### config.mk
export PLATFORM = sky130hd
export DESIGN_NAME = rlse_ctrl
export DESIGN_NICKNAME = d
export VERILOG_FILES = /design/src/rtl/core/rlse_pkg.sv /design/src/rtl/core/rlse_ctrl.sv
export SDC_FILE = /design/constraint.sdc
export NUM_CORES = 1
export LEC_CHECK = 0
export ABC_AREA = 1
export BUFFER_PORTS_ARGS = -buffer_cell sky130_fd_sc_hd__buf_4
export CORE_MARGIN = 8
export CORE_UTILIZATION = 45
export CTS_CLUSTER_SIZE = 25
export DETAILED_ROUTE_END_ITERATION = 7
export GPL_TIMING_DRIVEN = 1
export PLACE_DENSITY = 0.77
export SLEW_MARGIN = 20
export SYNTH_ARGS = -nofsm -noshare
export SYNTH_HDL_FRONTEND = slang
export SYNTH_SLANG_ARGS = --single-unit
### constraint.sdc
create_clock -name clock -period 1.1 [get_ports clock]
set_clock_uncertainty 0.05 [all_clocks]
set_input_delay 0.22 -clock clock [delete_from_list [all_inputs] [get_ports clock]]
set_output_delay 0.22 -clock clock [all_outputs]
set_load 0.05 [all_outputs]
### src/rtl/core/rlse_pkg.sv
// Package for the ridgelet Legendre series evaluator: field widths, fixed-point
// formats, command and controller encodings. No dependencies.
package rlse_pkg;

   localparam int MAX_ORDER_DEF  = 16;
   localparam int NUM_LEVELS_DEF = 4;

   // configuration port
   localparam int CSR_ADDR_W = 3;
   localparam int CSR_DATA_W = 32;
   localparam int CFG_W      = 5;
   localparam logic [CFG_W-1:0] CFG_MAX_ORDER_RESET = CFG_W'(16);
   localparam logic [CSR_ADDR_W-3:0] REG_MAX_ORDER = '0;

   // stream payload fields
   localparam int LEVEL_W     = 2;
   localparam int CORD_W      = 5;
   localparam int COEF_W      = 32;
   localparam int VEC_W       = 16;
   localparam int ELEM_W      = 48;
   localparam int REQ_TDATA_W = 144;
   localparam int RSP_TDATA_W = 48;

   // fixed-point datapath widths
   localparam int DOT_W      = 34;
   localparam int X_W        = 30;
   localparam int P_W        = 32;
   localparam int Q_W        = 32;
   localparam int CP_W       = 36;
   localparam int INV_W      = 22;
   localparam int SUM_W      = 56;
   localparam int FRAC_W     = 28;
   localparam int TERM_SHIFT = 24;
   localparam int ONE_Q28    = 1 << FRAC_W;
   localparam int INV4PI     = 1335088;

   typedef enum logic {
      CMD_LOAD = 1'b0,
      CMD_EVAL = 1'b1
   } cmd_type;

   typedef enum logic [3:0] {
      OP_NONE,
      OP_LOAD,
      OP_CAPTURE,
      OP_DOT,
      OP_READ,
      OP_ROUNDA,
      OP_NUM,
      OP_DIVGO,
      OP_PL,
      OP_PROD,
      OP_CP,
      OP_WEIGHT,
      OP_TERM,
      OP_ACC,
      OP_OUT
   } dp_op_type;

   typedef struct packed {
      dp_op_type op;
   } dp_cmd_type;

   typedef struct packed {
      logic div_done;
   } dp_status_type;

   typedef enum logic [3:0] {
      ST_IDLE,
      ST_DOT,
      ST_READ,
      ST_ROUNDA,
      ST_NUM,
      ST_DIVGO,
      ST_DIVWAIT,
      ST_PROD,
      ST_CP,
      ST_WEIGHT,
      ST_TERM,
      ST_ACC,
      ST_DONE
   } state_type;

endpackage

### src/rtl/core/rlse_ctrl.sv
// Controller: sequences load and evaluate beats through the datapath, walks
// the Legendre orders and holds the result handshake. Uses rlse_pkg.
module rlse_ctrl
   import rlse_pkg::*;
#(
   parameter int MAX_ORDER = MAX_ORDER_DEF
) (
   input  logic                           clock,
   input  logic                           reset,
   input  logic                           req_valid,
   input  logic                           req_cmd,
   output logic                           req_ready,
   output logic                           rsp_valid,
   input  logic                           rsp_ready,
   input  logic [CFG_W-1:0]               max_order,
   output dp_cmd_type                     cmd,
   output logic [$clog2(MAX_ORDER+1)-1:0] order,
   input  dp_status_type                  status
);

   localparam int LW = $clog2(MAX_ORDER + 1);

   state_type     state_ff, state_in;
   logic [LW-1:0] order_ff, order_in;
   logic          rsp_valid_ff, rsp_valid_in;
   logic [LW-1:0] last_order;
   logic          out_free;

   assign last_order = (int'(max_order) > MAX_ORDER) ? LW'(MAX_ORDER) : LW'(max_order);
   assign out_free   = !rsp_valid_ff || rsp_ready;

   // next state
   always_comb begin
      state_in = state_ff;
      case (state_ff)
         ST_IDLE: begin
            if (req_valid && req_cmd == CMD_EVAL) begin
               state_in = ST_DOT;
            end
         end
         ST_DOT: state_in = ST_READ;
         ST_READ: begin
            state_in = (order_ff <= LW'(1)) ? ST_PROD : ST_ROUNDA;
         end
         ST_ROUNDA: state_in = ST_NUM;
         ST_NUM: state_in = ST_DIVGO;
         ST_DIVGO: state_in = ST_DIVWAIT;
         ST_DIVWAIT: begin
            if (status.div_done) begin
               state_in = ST_PROD;
            end
         end
         ST_PROD: state_in = ST_CP;
         ST_CP: state_in = ST_WEIGHT;
         ST_WEIGHT: state_in = ST_TERM;
         ST_TERM: state_in = ST_ACC;
         ST_ACC: begin
            state_in = (order_ff == last_order) ? ST_DONE : ST_READ;
         end
         ST_DONE: begin
            if (out_free) begin
               state_in = ST_IDLE;
            end
         end
         default: state_in = ST_IDLE;
      endcase
   end

   // outputs
   always_comb begin
      cmd.op = OP_NONE;
      req_ready = 1'b0;
      case (state_ff)
         ST_IDLE: begin
            req_ready = 1'b1;
            if (req_valid) begin
               cmd.op = (req_cmd == CMD_EVAL) ? OP_CAPTURE : OP_LOAD;
            end
         end
         ST_DOT: cmd.op = OP_DOT;
         ST_READ: cmd.op = OP_READ;
         ST_ROUNDA: cmd.op = OP_ROUNDA;
         ST_NUM: cmd.op = OP_NUM;
         ST_DIVGO: cmd.op = OP_DIVGO;
         ST_DIVWAIT: begin
            if (status.div_done) begin
               cmd.op = OP_PL;
            end
         end
         ST_PROD: cmd.op = OP_PROD;
         ST_CP: cmd.op = OP_CP;
         ST_WEIGHT: cmd.op = OP_WEIGHT;
         ST_TERM: cmd.op = OP_TERM;
         ST_ACC: cmd.op = OP_ACC;
         ST_DONE: begin
            if (out_free) begin
               cmd.op = OP_OUT;
            end
         end
         default: cmd.op = OP_NONE;
      endcase
   end

   // order counter and result beat
   always_comb begin
      order_in = order_ff;
      if (state_ff == ST_DOT) begin
         order_in = '0;
      end else if (state_ff == ST_ACC && order_ff != last_order) begin
         order_in = order_ff + LW'(1);
      end
      if (cmd.op == OP_OUT) begin
         rsp_valid_in = 1'b1;
      end else if (rsp_ready) begin
         rsp_valid_in = 1'b0;
      end else begin
         rsp_valid_in = rsp_valid_ff;
      end
   end

   always_ff @(posedge clock) begin
      if (reset) begin
         state_ff     <= ST_IDLE;
         order_ff     <= '0;
         rsp_valid_ff <= 1'b0;
      end else begin
         state_ff     <= state_in;
         order_ff     <= order_in;
         rsp_valid_ff <= rsp_valid_in;
      end
   end

   assign order     = order_ff;
   assign rsp_valid = rsp_valid_ff;

   a_order_in_range: assert property (@(posedge clock) disable iff (reset)
      (state_ff == ST_ACC) |-> (order_ff <= last_order))
      else $error("order counter ran past the last order");

   a_eval_starts: assert property (@(posedge clock) disable iff (reset)
      (state_ff == ST_IDLE && req_valid && req_cmd == CMD_EVAL) |=> (state_ff == ST_DOT))
      else $error("accepted evaluate beat did not start the dot product");

endmodule

# Word level (Yosys, flattened, before mapping)
# Cells that the tools add are included.
# word_totals
elab_cells,47
inputBits,11
output_inout_bits,11
register_bits,10
# op_classes
eq_ne,18
order_cmp,2
n_mux,15
add_sub_neg,1
n_reduce_logical,8
# op_table
cell,count
case mux 4 bit (13 select lines),2
equality test 4 bit (second input constant),6
two-way mux 4 bit,6
equality test 4 x 3 -> 1 bit (second input constant),4
equality test 4 x 2 -> 1 bit (second input constant),2
!= test 2 bit (second input constant),3
adder 5 x 1 -> 5 bit (second input constant),1
equality test 5 bit,1
greater-than comparator 5 bit (second input constant),1
<= comparator 5 x 1 -> 1 bit (second input constant),1
two-way mux 5 bit,1
!= test 5 bit,1
equality test 4 x 1 -> 1 bit (second input constant),1
logical NOT 4 bit,1
two-way mux 2 bit,2
two-way mux 1 bit,3
two-way mux 3 bit,1
AND reduction 3 bit,1
logical AND 1 bit,2
nonzero test 2 bit,1
OR reduction 2 bit,1
logical NOT 1 bit,1
logical OR 1 bit,1

# Logic depth before layout (Yosys ltp)
# Gate-level depths: netlist (run 1).
# depth
word_depth,6
mapped_depth,11
depth_no_buf,10

# Worst setup path after synthesis (run 1)
# OpenSTA, ideal clock, no wires.
# synth_path
path_type,register -> output
start,reg state_ff[2]
end,out cmd[0] (netlist bit)
n_path_buf,0
arrival_ns,2.257
required_ns,0.830
path_slack_ns,-1.427
path_stages_with_launch,6
path_cell_list,dfxtp_1 nor2_1 inv_1 nor2_1 a31oi_1 a21oi_1
# synth_rtl
element,line_no,rtl
"start, declared",rlse_ctrl.sv:23,"state_type state_ff, state_in;"
"start signal, assigned",rlse_ctrl.sv:127,state_ff <= state_in;
"end, declared",rlse_ctrl.sv:16,"output dp_cmd_type cmd,"

==> results of run 1 <==
[cell usage after synthesis, types with 2 or more instances]
| library cell | number | share of area, % |
|---|---|---|
| sky130_fd_sc_hd__a21oi_1 | 10 | 6.4 |
| sky130_fd_sc_hd__ha_1 | 2 | 3.2 |
| sky130_fd_sc_hd__inv_2 | 3 | 1.4 |
| sky130_fd_sc_hd__nand2_2 | 4 | 3.2 |
| sky130_fd_sc_hd__nor2_2 | 3 | 2.4 |
| sky130_fd_sc_hd__xor2_1 | 3 | 3.4 |
| sky130_fd_sc_hd__dfxtp_1 | 10 | 26 |
| sky130_fd_sc_hd__nor2_1 | 11 | 5.3 |
| sky130_fd_sc_hd__inv_1 | 19 | 9.1 |
| sky130_fd_sc_hd__nand3_1 | 8 | 5.1 |
| sky130_fd_sc_hd__nand2_1 | 39 | 19 |
| sky130_fd_sc_hd__nand4_1 | 3 | 2.4 |
| sky130_fd_sc_hd__o21ai_0 | 2 | 1.3 |
[layout by cell type (no fill, tap or decap), types with 2 or more instances in the layout]
cell / netlist / routed
sky130_fd_sc_hd__buf_4: 0 / 40
sky130_fd_sc_hd__nor2_2: 3 / 3
sky130_fd_sc_hd__dfxtp_4: 0 / 9
sky130_fd_sc_hd__inv_1: 19 / 13
sky130_fd_sc_hd__nand2_1: 39 / 27
sky130_fd_sc_hd__inv_4: 1 / 4
sky130_fd_sc_hd__xor2_1: 3 / 3
sky130_fd_sc_hd__nand4_1: 3 / 3
sky130_fd_sc_hd__nor2_4: 1 / 5
sky130_fd_sc_hd__inv_2: 3 / 6
sky130_fd_sc_hd__clkbuf_4: 0 / 3
sky130_fd_sc_hd__nand3_4: 1 / 2
sky130_fd_sc_hd__ha_1: 2 / 2
sky130_fd_sc_hd__o21ai_0: 2 / 2
sky130_fd_sc_hd__a21oi_1: 10 / 3
sky130_fd_sc_hd__nand2_4: 0 / 3
sky130_fd_sc_hd__nand2_2: 4 / 13
sky130_fd_sc_hd__a21oi_2: 0 / 6
sky130_fd_sc_hd__nand3_1: 8 / 5
sky130_fd_sc_hd__nand3_2: 1 / 3
sky130_fd_sc_hd__nor2_1: 11 / 7
sky130_fd_sc_hd__buf_6: 1 / 9
sky130_fd_sc_hd__buf_8: 0 / 6
[final cells by class]
type | instances | area (um2) | area share (%)
tap | 17 | 21.27 | 1.389
clock buffer | 4 | 36.28 | 2.369
multi-input combinational | 93 | 625.6 | 40.85
sequential | 10 | 235.2 | 15.36
timing repair buffer | 56 | 511.7 | 33.42
inverter | 24 | 101.3 | 6.618
[worst register-to-register path, delay by kind of cell, from the launching register on]
family	cells	cell delay, ns
AOI/OAI and AO/OA	1	0.14
DFF	1	0.37
and+or+nand+nor	4	0.53
buffers and inverters	4	0.38
[path summary, 6_finish.rpt]
kind / startpoint / end / slack, ns
hold reg to reg: order[1]$_SDFFE_PP0P_ / order[1]$_SDFFE_PP0P_ / 0.48
hold / removal: reset / state_ff[1]$_SDFFE_PP0P_ / 0.1
setup / recovery: state_ff[3]$_SDFFE_PP0P_ / cmd[3] / -0.64
setup reg to reg: state_ff[3]$_SDFFE_PP0P_ / order[3]$_SDFFE_PP0P_ / -0.44
[power groups by stage]
| stage | registers (mW) | logic (mW) | clock network (mW) |
|---|---|---|---|
| floorplan | 0.416 | 0.441 | 0 |
| global placement | 0.412 | 0.689 | 0 |
| detailed placement | 0.413 | 0.711 | 0 |
| CTS | 0.403 | 0.883 | 0.349 |
| global route | 0.406 | 1.01 | 0.377 |
| finish | 0.406 | 0.983 | 0.370 |
[registers in the layout, summed over array words and instances, names as in the netlist]
register	count
order	5
rsp_valid	1
state_ff	4
[cells by family after synthesis]
logic type | count (synthesis)
and+or+nand+nor | 73
xor gates and xnor gates | 4
DFF | 10
AOI/OAI and AO/OA | 14
buffers and inverters | 25
adders and majority gates | 2
[metrics by stage]
stage / TNS [ns] / std cells
after floorplan: -2.983 / 128
after global placement: -2.240 / 187
after detailed placement: -2.817 / 187
after CTS: -4.652 / 201
after global routing: -7.476 / 204
final: -6.748 / 204
[layer usage]
layer | part of all wire [%] | routed length (um) | vias up
met1 | 34 | 1393 | 549
met2 | 49 | 2007 | 113
met4 | 6.7 | 271 | 0
li1 | - | - | 524
met5 | 0 | 0 | -
met3 | 9.6 | 389 | 43
[repair_timing]
item	in CTS	in global routing
setup buffers	10	3
pin swaps	15	6
resized for setup	45	15
hold buffers	0	0
setup endpoints to repair	21	21
==> impl_metrics.py, run 1 <==
metrics = {
    "run_status": {
        "outcome": "finished, violations left",
        "failing_checks": "negative setup slack",
    },
    "cts": {
        "cts_buffers": 3,
        "cts.htree.levels": 1,
        "master_cell_of_the_clock_root_buffer": "sky130_fd_sc_hd__clkbuf_4",
        "sink_count": 10,
        "clkSlewWorstSetupHoldPaths_ns": 0.09,
        "tritoncts_clock_tree": "yes",
        "clk-insertion-delay-late_ns": 0.28,
        "cts.path.max_buffers": 2,
    },
    "power": {
        "swShare_pct": 43.71,
        "post-layout-total-power_mw": 1.759,
        "pwr_density_cell_nw_per_um2": 1148,
        "clockPowerShare_pct": 21.1,
        "vdd_ir_drop_max_uv": 1194,
        "internal_power_mw": 0.9900,
        "power.switching_mw": 0.7688,
        "comb_power_share_pct": 55.9,
        "pwr-share-seq_pct": 23.1,
        "power.static_leakage_nw": 0.7433,
    },
    "sta": {
        "timing_hold_violations_final": 0,
        "highest_clock_rate_mhz": 575.8,
        "fin_worst_hold_slack_ns": 0.09576,
        "grt_setup_unrepaired": "true",
        "final.min_clock_period_ns": 1.737,
        "worst_slew_margin_rel_pct": 83.53,
        "timing_worst_slew_pin_value_ns": 0.2468,
        "timing.final.setup_violations": 20,
        "fin_ws_ns": -0.6367,
        "period_share_pct": 157.9,
        "timing_max_transition_violations_final": 0,
    },
    "synthesis": {
        "yosysWarnings": 0,
        "syn_area_per_cell_um2": 6.090,
        "seq_area_frac_synth_pct": 25.68,
        "synth.net_count": 141,
        "synth.cell_area_um2": 779.5,
        "post_synth_fa_ha_maj_area_fraction_pct": 3.210,
        "largest_family_of_logic_cells_by_synthesized_area": "simple AND/OR/NAND/NOR gates",
        "synth.area.mux_share_pct": 0,
        "dominantRegCellSynth": "sky130_fd_sc_hd__dfxtp_1",
        "yosysUniqueCellTypes": 24,
        "synthXorXnorAreaFrac_pct": 4.494,
        "synth_cells": 128,
        "synthSimpleGateAreaFrac_pct": 43.66,
        "yosys_register_bits": 10,
        "synth-edff-count": 0,
        "synth_compound_gate_area_share_pct": 9.631,
        "synth_async_sr_flop_share_pct": 0,
    },
    "placement": {
        "gp_congestion": 0.9397,
        "detailedPlace.worstSlack_ns": -0.2646,
        "io_buffer_count": 21,
        "dp_hpwl_um": 1977,
        "post_dp_cell_area_um2": 1196,
    },
    "grt": {
        "grt_use_met2_pct": 39.71,
        "gr-usage-met3_pct": 4.194,
        "gr-max-usage-layer": "met2",
        "pin_count_of_the_biggest_net_entering_global_routing": 9,
        "total_congestion_overflow_after_global_routing": 0,
        "gr-usage-all-layers_pct": 20.36,
        "grt_first_pass_wirelength_um": 5230,
        "grt_use_met1_pct": 18.40,
        "via_count_of_the_first_global_routing_pass": 1151,
        "grt_antenna_before_repair": 0,
    },
    "die": {
        "floorplan.core_area_um2": 1670,
        "floorplan.die.height_um": 57.62,
        "initial_utilization_pct": 46.67,
        "die_area_um2": 3320,
        "rows": 15,
        "ios": 22,
        "die_w_um": 57.62,
    },
    "worst_setup_path": {
        "timing.setup.critical_path_class": "reg -> out",
        "crit_arrival_ns": 1.47,
        "reg2reg_depth": 9,
        "crit_cells": 7,
        "crit_fanout": 3,
        "required_ns": 0.83,
        "timing.critical_path.slowest_stage_cell": "sky130_fd_sc_hd__dfxtp_4",
        "critical_path.max_stage_delay_ns": 0.36,
        "critPathTopFamily": "simple AND/OR/NAND/NOR gates",
        "critical_path.startpoint_type": "register",
        "cp-end-kind": "output port",
        "timing.critical_path.cells": "buf_4 -> inv_4 -> nand2_4 -> nor2_2 -> nand2_1 -> nand4_1 -> buf_6",
        "critical_path_buf_inv_count": 3,
    },
    "cells_and_area": {
        "area_growth_pct": 96.47,
        "finish.utilization_pct": 91.69,
        "layout.cell_area.non_filler_um2": 1531,
        "nets": 201,
        "fillCellCount": 68,
        "post_route_cells_drive_above_1_share_pct": 64.17,
        "antennaDiodeCount": 0,
    },
    "routing": {
        "drt_drc_violations_left": 0,
        "detailedRoute.firstPassIterationCount": 6,
        "route.antenna.remaining_nets": 0,
        "drt_wl_total_um": 4063,
        "drt_first_iter_violations": 82,
        "wire_per_inst_um": 19.92,
        "route.vias.total": 1229,
        "route.detailed.vias_per_inst": 6.025,
    },
    "min_path": {
        "worstHoldPathType": "in -> reg",
        "hold_depth": 2,
    },
    "job": {
        "cap_violations": 0,
    },
}
Power figures use the tool's default switching activity.
==> run 2: changes to the inputs <==
--- a/config.mk
+++ b/config.mk
@@ -5,10 +5,10 @@
 export SDC_FILE = /design/constraint.sdc
 export NUM_CORES = 1
 export LEC_CHECK = 0
-export ABC_AREA = 1
+export ABC_AREA = 0
 export BUFFER_PORTS_ARGS = -buffer_cell sky130_fd_sc_hd__buf_4
 export CORE_MARGIN = 8
-export CORE_UTILIZATION = 45
+export CORE_UTILIZATION = 44
 export CTS_CLUSTER_SIZE = 25
 export DETAILED_ROUTE_END_ITERATION = 7
 export GPL_TIMING_DRIVEN = 1
==> run 2 against run 1 <==
Effect of this change:
- the run now fails in 4_1_cts
- synthesized area shrank 8.0%
- synthesized cell count shrank 23%
==> impl_metrics.py, run 2 <==
metrics = {
    "run_status": {
        "outcome": "did not finish",
        "last-stage-reached": "4_1_cts",
        "tool.error": "[ERROR DPL-0033] detailed placement checks failed during check placement.",
    },
    "synthesis": {
        "seq_area_frac_synth_pct": 27.92,
        "synth.net_count": 111,
        "synthSimpleGateAreaFrac_pct": 29.49,
        "syn_area_per_cell_um2": 7.316,
        "yosysUniqueCellTypes": 35,
        "synth_async_sr_flop_share_pct": 0,
        "synth.cell_area_um2": 716.9,
        "post-synth-top-area-fraction_pct": 27.92,
        "synth_most_common_cell": "sky130_fd_sc_hd__nor2_1",
        "synthTopCellsByArea": "sky130_fd_sc_hd__dfxtp_1, sky130_fd_sc_hd__o21ai_0, sky130_fd_sc_hd__nor2_1, sky130_fd_sc_hd__xnor2_1, sky130_fd_sc_hd__nand2_1",
        "dominantRegCellSynth": "sky130_fd_sc_hd__dfxtp_1",
        "top_cells_by_instance_count_after_synthesis": "sky130_fd_sc_hd__nor2_1, sky130_fd_sc_hd__dfxtp_1, sky130_fd_sc_hd__o21ai_0, sky130_fd_sc_hd__nand2_1",
        "largest_family_of_logic_cells_by_synthesized_area": "simple AND/OR/NAND/NOR gates",
        "synth_compound_gate_area_share_pct": 25.83,
        "synth-edff-count": 0,
        "synth_cells": 98,
        "synthXorXnorAreaFrac_pct": 8.551,
        "yosys_register_bits": 10,
        "synth.area.mux_share_pct": 0,
        "synth_area_leader_cell": "sky130_fd_sc_hd__dfxtp_1",
        "yosysWarnings": 0,
        "post_synth_fa_ha_maj_area_fraction_pct": 3.490,
    },
    "die": {
        "initial_utilization_pct": 47.04,
        "rows": 14,
        "ios": 22,
        "die_w_um": 56.37,
        "floorplan.die.height_um": 56.37,
    },
    "placement": {
        "placedCellCount": 164,
        "io_buffer_count": 21,
        "gp_congestion": 0.9278,
        "detailedPlace.worstSlack_ns": -0.3388,
        "dp_hpwl_um": 1973,
    },
    "cts": {
        "sink_count": 10,
        "cts.path.max_buffers": 2,
        "cts.repair_timing.setup_buffer_count": 9,
        "cts_buffers": 3,
        "master_cell_of_the_clock_root_buffer": "sky130_fd_sc_hd__clkbuf_4",
        "postCtsHoldBufs": 0,
        "post_cts.resized_instances": 38,
        "cts.htree.levels": 1,
    },
}
-- run 2: cell types whose count changed after synthesis, sizes merged, moves of 2 or more --
cell | before | now
inv | 23 | 5
o211ai | 0 | 2
o21ai | 2 | 11
clkbuf | 0 | 4
nor2b | 0 | 2
nor3 | 1 | 3
a21oi | 10 | 5
xnor2 | 1 | 4
nand4 | 3 | 1
nand3 | 10 | 6
o31ai | 0 | 3
or3 | 0 | 2
nand2 | 43 | 7
-- run 2: metrics by stage --
step           area [um2]  utilization, %
3_5_place_dp         1264           82.92
3_3_place_gp         1264           82.92
2_1_floorplan       892.1               -
-- run 2: cells by family after synthesis --
logic type      Yosys count
xor+xnor                  7
flops                    10
simple gates             41
compound gates           29
buf+inv                   9
fa+ha+maj                 2
==> run 3: changes to the inputs <==
--- a/config.mk
+++ b/config.mk
@@ -7,12 +7,11 @@
 export LEC_CHECK = 0
 export ABC_AREA = 0
 export BUFFER_PORTS_ARGS = -buffer_cell sky130_fd_sc_hd__buf_4
-export CORE_MARGIN = 8
-export CORE_UTILIZATION = 44
-export CTS_CLUSTER_SIZE = 25
+export CORE_AREA = 8 8 69 71
 export DETAILED_ROUTE_END_ITERATION = 7
+export DIE_AREA = 0 0 77 79
 export GPL_TIMING_DRIVEN = 1
-export PLACE_DENSITY = 0.77
+export PLACE_DENSITY_LB_ADDON = 0.15
 export SLEW_MARGIN = 20
 export SYNTH_ARGS = -nofsm -noshare
 export SYNTH_HDL_FRONTEND = slang
==> constraint.sdc (replaced) <==
create_clock -name clock -period 1.43 [get_ports clock]
set_clock_uncertainty 0.05 [all_clocks]
set_input_delay 0.286 -clock clock [delete_from_list [all_inputs] [get_ports clock]]
set_output_delay 0.286 -clock clock [all_outputs]
set_load 0.05 [all_outputs]
==> run 3 against run 2 <==
Effect of this change:
- the flow now finishes, with violations (negative setup slack)
- synthesized cell count is the same
- synthesized area is the same
==> impl_metrics.py, run 3 <==
metrics = {
    "run_status": {
        "outcome": "finished, violations left",
        "failing_checks": "negative setup slack",
    },
    "sta": {
        "final.setup.tns_ns": -0.5131,
        "timing_max_transition_violations_final": 0,
        "final.min_clock_period_ns": 1.553,
        "highest_clock_rate_mhz": 643.8,
        "timing_worst_slew_pin_value_ns": 0.2801,
        "fin_ws_ns": -0.1233,
        "worst_slew_margin_rel_pct": 81.25,
        "timing_hold_violations_final": 0,
        "period_share_pct": 108.6,
        "timing.final.setup_violations": 8,
        "grt_setup_unrepaired": "true",
    },
    "worst_setup_path": {
        "cp-end-kind": "output port",
        "timing.setup.critical_path_class": "reg -> out",
        "critical_path.startpoint_type": "register",
        "crit_fanout": 7,
        "timing.critical_path.cells": "nor4b_2 -> nor2_1 -> o22ai_4 -> buf_6",
        "required_ns": 1.09,
        "critical_path.max_stage_delay_ns": 0.37,
        "timing.critical_path.slowest_stage_cell": "sky130_fd_sc_hd__dfxtp_4",
        "critPathTopFamily": "flip-flops",
        "crit_arrival_ns": 1.22,
        "critical_path_buf_inv_count": 1,
    },
    "die": {
        "floorplan.die.height_um": 79,
        "initial_utilization_pct": 18.87,
        "die_area_um2": 6083,
        "ios": 22,
        "rows": 23,
        "die_w_um": 77,
        "floorplan.core_area_um2": 3799,
    },
    "synthesis": {
        "synth_area_leader_cell": "sky130_fd_sc_hd__dfxtp_1",
        "synthTopCellsByArea": "sky130_fd_sc_hd__dfxtp_1, sky130_fd_sc_hd__o21ai_0, sky130_fd_sc_hd__nor2_1, sky130_fd_sc_hd__xnor2_1, sky130_fd_sc_hd__nand2_1",
        "dominantRegCellSynth": "sky130_fd_sc_hd__dfxtp_1",
        "top_cells_by_instance_count_after_synthesis": "sky130_fd_sc_hd__nor2_1, sky130_fd_sc_hd__dfxtp_1, sky130_fd_sc_hd__o21ai_0, sky130_fd_sc_hd__nand2_1",
        "seq_area_frac_synth_pct": 27.92,
        "synth-edff-count": 0,
        "synth_most_common_cell": "sky130_fd_sc_hd__nor2_1",
        "post-synth-top-area-fraction_pct": 27.92,
        "yosysWarnings": 0,
        "synth.cell_area_um2": 716.9,
        "yosysUniqueCellTypes": 35,
        "synth.net_count": 111,
        "synth_cells": 98,
        "synth_async_sr_flop_share_pct": 0,
        "syn_area_per_cell_um2": 7.316,
        "yosys_register_bits": 10,
    },
    "grt": {
        "via_count_of_the_first_global_routing_pass": 949,
        "pin_count_of_the_biggest_net_entering_global_routing": 9,
        "total_congestion_overflow_after_global_routing": 0,
        "gr-usage-all-layers_pct": 8.320,
        "grt_antenna_before_repair": 0,
        "grt_first_pass_wirelength_um": 4153,
    },
    "power": {
        "power.static_leakage_nw": 0.5390,
        "pwr_density_cell_nw_per_um2": 831.0,
        "vdd_ir_drop_max_uv": 255.7,
    },
    "cts": {
        "sink_count": 10,
        "tritoncts_clock_tree": "yes",
        "clk-insertion-delay-late_ns": 0.23,
        "cts_buffers": 3,
        "cts.path.max_buffers": 2,
        "cts.htree.levels": 1,
        "master_cell_of_the_clock_root_buffer": "sky130_fd_sc_hd__clkbuf_8",
        "clkSlewWorstSetupHoldPaths_ns": 0.05,
    },
    "cells_and_area": {
        "layout_common_cells": "sky130_fd_sc_hd__buf_4, sky130_fd_sc_hd__buf_6, sky130_fd_sc_hd__nor2_1, sky130_fd_sc_hd__dfxtp_4, sky130_fd_sc_hd__nand2_1",
        "largest_register_ffs": 5,
        "area_growth_pct": 96.86,
        "multi_input_comb_area_um2": 658.1,
        "finish.utilization_pct": 37.15,
        "antennaDiodeCount": 0,
        "post_route_cells_drive_above_1_share_pct": 63.89,
        "seqCellArea_um2": 232.7,
        "fillCellCount": 414,
        "most_common_library_cell_in_the_layout_ignoring_fill_and_taps": "sky130_fd_sc_hd__buf_4",
        "nets": 159,
    },
    "placement": {
        "io_buffer_count": 21,
        "dp_hpwl_um": 1913,
        "gp_congestion": 0.7745,
    },
    "routing": {
        "drt_drc_violations_left": 0,
        "route.detailed.vias_per_inst": 4.577,
        "route.vias.total": 888,
        "route.antenna.remaining_nets": 0,
        "wire_per_inst_um": 12.45,
        "detailedRoute.firstPassIterationCount": 4,
        "drt_first_iter_violations": 21,
        "drt_wl_total_um": 2416,
    },
    "min_path": {
        "worstHoldPathType": "in -> reg",
    },
    "job": {
        "cap_violations": 0,
    },
}
run 3: kinds of logic (layout without fill, tap and decap cells):
family                   count (synthesis)  after routing  share of synthesized area (%)
AND/OR/NAND/NOR                         41             41                          29.50
AO/OA/AOI/OAI                           29             29                          25.83
flip-flops                              10             10                          27.92
buffers and inverters                    9             55                          4.712
XOR/XNOR                                 7              7                          8.552
adder cells (fa/ha/maj)                  2              2                          3.490
run 3: power by group:
part	leakage (nW)	internal [mW]	switching (mW)	total, mW
Combinational	0.429	0.267	0.301	0.568
Clock	0.0216	0.184	0.103	0.286
Sequential	0.0882	0.288	0.0306	0.319
Total	0.539	0.739	0.434	1.17
run 3: layout make-up:
class	count	share of cell area [%]
timing repair buffer	47	28.19
sequential	10	16.49
multi-input combinational	79	46.63
clock buffer	3	2.926
inverter	5	1.330
tap	50	4.433
run 3: path summary, 6_finish.rpt:
path | start | endpoint | depth (start not counted) | slack, ns
setup / recovery | state_ff[1]$_SDFFE_PP0P_ | cmd[0] | 4 | -0.12
setup reg to reg | order[1]$_SDFFE_PP0P_ | order[0]$_SDFFE_PP0P_ | 5 | -0.05
hold reg to reg | order[2]$_SDFFE_PP0P_ | order[2]$_SDFFE_PP0P_ | 2 | 0.48
hold / removal | reset | state_ff[1]$_SDFFE_PP0P_ | 2 | 0.21
run 3: routing by layer:
layer  vias up  track usage, %  share of wire [%]
li1        448               -                  -
met4         0           4.151                1.6
met3         6           3.160                5.7
met1       411           8.762                 43
met5         -               0                  0
met2        23           14.36                 49
run 3: stage by stage:
| stage | area [um2] | hold WS [ns] | cells | worst slack (ns) | power (mW) |
|---|---|---|---|---|---|
| final | 1411 | 0.2121 | 194 | -0.1233 | 1.173 |
| after detailed placement | 1194 | 0.4530 | 186 | -0.1319 | 0.8118 |
| after CTS | 1351 | 0.1997 | 194 | -0.1476 | 1.179 |
| after floorplan | 864.6 | 0.2977 | 98 | -0.05340 | 0.6410 |
| after global routing | 1411 | 0.2175 | 194 | -0.1837 | 1.250 |
| after global placement | 1194 | 0.4587 | 186 | -0.07335 | 0.8073 |
run 3: repair_timing:
action | CTS | global route
buffers inserted | 5 | 0
hold buffers | 0 | 0
setup endpoints to repair | 11 | 13
resized for setup | 25 | 17
pin swaps | 14 | 12
==> run 4: changes to the inputs <==
--- a/config.mk
+++ b/config.mk
@@ -11,7 +11,7 @@
 export DETAILED_ROUTE_END_ITERATION = 7
 export DIE_AREA = 0 0 77 79
 export GPL_TIMING_DRIVEN = 1
-export PLACE_DENSITY_LB_ADDON = 0.15
+export PLACE_DENSITY = 0.45
 export SLEW_MARGIN = 20
 export SYNTH_ARGS = -nofsm -noshare
 export SYNTH_HDL_FRONTEND = slang
==> run 4 against run 3 <==
Effect of this change:
- sequential share of layout area rose by 0.69 points
- non-clock buffer count fell by 3
- combinational power fell by 4.6%
- critical path type unchanged
- sequential power fell by 1%
- power fell by 2.7%
- cell area fell by 5.1%
- the flow still finishes with violations (negative setup slack)
- clock power barely moved
- die area did not move
- hold slack improved by 0.0037 ns
- fmax fell by 3.2%
==> impl_metrics.py, run 4 (synthesized netlist as in run 3, its figures left out) <==
metrics = {
    "cts": {
        "clkSlewWorstSetupHoldPaths_ns": 0.05,
        "sink_count": 10,
        "clk-insertion-delay-late_ns": 0.23,
        "cts.path.max_buffers": 2,
        "postCtsHoldBufs": 0,
        "master_cell_of_the_clock_root_buffer": "sky130_fd_sc_hd__clkbuf_8",
        "tritoncts_clock_tree": "yes",
        "cts.htree.levels": 1,
        "cts_buffers": 3,
    },
    "routing": {
        "drt_drc_violations_left": 0,
        "drt_wl_total_um": 2443,
        "route.vias.total": 875,
        "drt_first_iter_violations": 15,
        "route.detailed.vias_per_inst": 4.581,
        "detailedRoute.firstPassIterationCount": 4,
        "route.antenna.remaining_nets": 0,
        "wire_per_inst_um": 12.79,
    },
    "placement": {
        "dp_hpwl_um": 1869,
        "detailedPlace.worstSlack_ns": -0.09572,
        "gp_congestion": 0.7986,
        "post_dp_cell_area_um2": 1179,
        "io_buffer_count": 21,
    },
    "sta": {
        "fin_worst_hold_slack_ns": 0.2158,
        "timing_worst_slew_pin_value_ns": 0.2625,
        "worst_slew_margin_rel_pct": 82.42,
        "timing_max_transition_violations_final": 0,
        "grt_setup_unrepaired": "true",
        "timing.final.setup_violations": 10,
        "highest_clock_rate_mhz": 623.3,
        "final.min_clock_period_ns": 1.604,
        "timing_hold_violations_final": 0,
        "period_share_pct": 112.2,
        "fin_ws_ns": -0.1743,
    },
    "cells_and_area": {
        "nets": 156,
        "seqCellArea_um2": 230.2,
        "post_route_cells_drive_above_1_share_pct": 58.16,
        "layout.cell_area.non_filler_um2": 1340,
        "multi_input_comb_area_um2": 624.3,
        "antennaDiodeCount": 0,
        "layout_common_cells": "sky130_fd_sc_hd__buf_4, sky130_fd_sc_hd__nor2_1, sky130_fd_sc_hd__buf_6, sky130_fd_sc_hd__dfxtp_4, sky130_fd_sc_hd__nand2_1",
        "area_growth_pct": 86.91,
        "largest_register_ffs": 5,
        "most_common_library_cell_in_the_layout_ignoring_fill_and_taps": "sky130_fd_sc_hd__buf_4",
        "fillCellCount": 422,
    },
    "power": {
        "pwr_density_cell_nw_per_um2": 851.8,
        "power.static_leakage_nw": 0.5176,
        "vdd_ir_drop_max_uv": 315.4,
    },
    "grt": {
        "gr-usage-all-layers_pct": 8.060,
        "grt_use_met2_pct": 13.17,
        "grt_first_pass_wirelength_um": 4043,
        "pin_count_of_the_biggest_net_entering_global_routing": 9,
        "grt_antenna_before_repair": 0,
        "via_count_of_the_first_global_routing_pass": 910,
        "total_congestion_overflow_after_global_routing": 0,
        "gr-max-usage-layer": "met2",
        "gr-usage-met3_pct": 2.709,
        "grt_use_met1_pct": 9.486,
    },
    "worst_setup_path": {
        "reg2reg_depth": 5,
        "required_ns": 1.09,
        "crit_arrival_ns": 1.27,
        "timing.rr.end": "order[0]$_SDFFE_PP0P_",
        "timing.setup.critical_path_class": "reg -> out",
        "crit_fanout": 6,
        "crit-reg2reg-launch": "order[1]$_SDFFE_PP0P_",
        "cp-end-kind": "output port",
        "critical_path.startpoint_type": "register",
        "setup.reg_to_reg.worst_slack_ns": -0.06,
    },
    "min_path": {
        "worstHoldPathType": "in -> reg",
        "hold_depth": 2,
        "min_delay_worst_endpoint": "state_ff[1]$_SDFFE_PP0P_",
        "min_from": "reset",
    },
    "run_status": {
        "outcome": "finished, violations left",
        "failing_checks": "negative setup slack",
    },
    "die": {
        "die_area_um2": 6083,
        "floorplan.core_area_um2": 3799,
        "die_w_um": 77,
        "initial_utilization_pct": 18.87,
        "ios": 22,
        "rows": 23,
        "floorplan.die.height_um": 79,
    },
    "job": {
        "cap_violations": 0,
    },
}
[run 4: area by class of cell]
class                      instances  share of cell area, %
tap                               50                  4.669
clock buffer                       3                  3.081
multi-input combinational         79                  46.59
sequential                        10                  17.18
inverter                           5                  1.587
timing repair buffer              44                  26.89
[run 4: worst max-delay path by stage]
stage                     cells past startpoint  slack [ns]               endpoint                      from
after floorplan                               2       -0.05              req_ready  state_ff[3]$_SDFFE_PP0P_
after global placement                        6       -0.07  order[0]$_SDFFE_PP0P_              max_order[1]
after detailed placement                      6        -0.1  order[0]$_SDFFE_PP0P_              max_order[1]
after CTS                                     5       -0.19                 cmd[3]    rsp_valid$_SDFFE_PP0P_
after global routing                          5       -0.22                 cmd[3]  state_ff[0]$_SDFFE_PP0P_
final                                         5       -0.17                 cmd[3]  state_ff[0]$_SDFFE_PP0P_
[run 4: timing repair]
| action | 4_1_cts | 5_1_grt |
|---|---|---|
| hold endpoints to repair | 0 | 0 |
| setup endpoints to repair | 9 | 13 |
| buffers inserted | 3 | 1 |
| pin swaps | 8 | 4 |
| gates resized for setup | 18 | 10 |
[run 4: metal layers]
layer / vias to the layer above / share of wire (%)
met1: 404 / 46
met4: 0 / 0.86
met5: - / 0
met2: 26 / 46
li1: 441 / -
met3: 4 / 6.6
[run 4: metrics by stage]
step	power [mW]	TNS, ns	cells	utilization [%]
6_report	1.142	-0.7650	191	35.28
5_1_grt	1.216	-1.651	191	35.28
4_1_cts	1.140	-0.7940	190	34.45
3_5_place_dp	0.7990	-0.2968	184	31.03
3_3_place_gp	0.7943	-0.1734	184	31.03
2_1_floorplan	0.6410	-0.2172	98	-
[run 4: worst max-delay path, stage by stage, from the launching register on]
cell	delay, ns
sky130_fd_sc_hd__dfxtp_2	0.33
sky130_fd_sc_hd__buf_6	0.13
sky130_fd_sc_hd__o31ai_2	0.23
sky130_fd_sc_hd__nand2_1	0.12
sky130_fd_sc_hd__o21ai_4	0.07
sky130_fd_sc_hd__buf_6	0.17
[run 4: where the power goes]
part / total, mW / switching, mW / internal [mW]
clock network: 0.285 / 0.101 / 0.184
logic: 0.542 / 0.297 / 0.245
registers: 0.315 / 0.0269 / 0.288
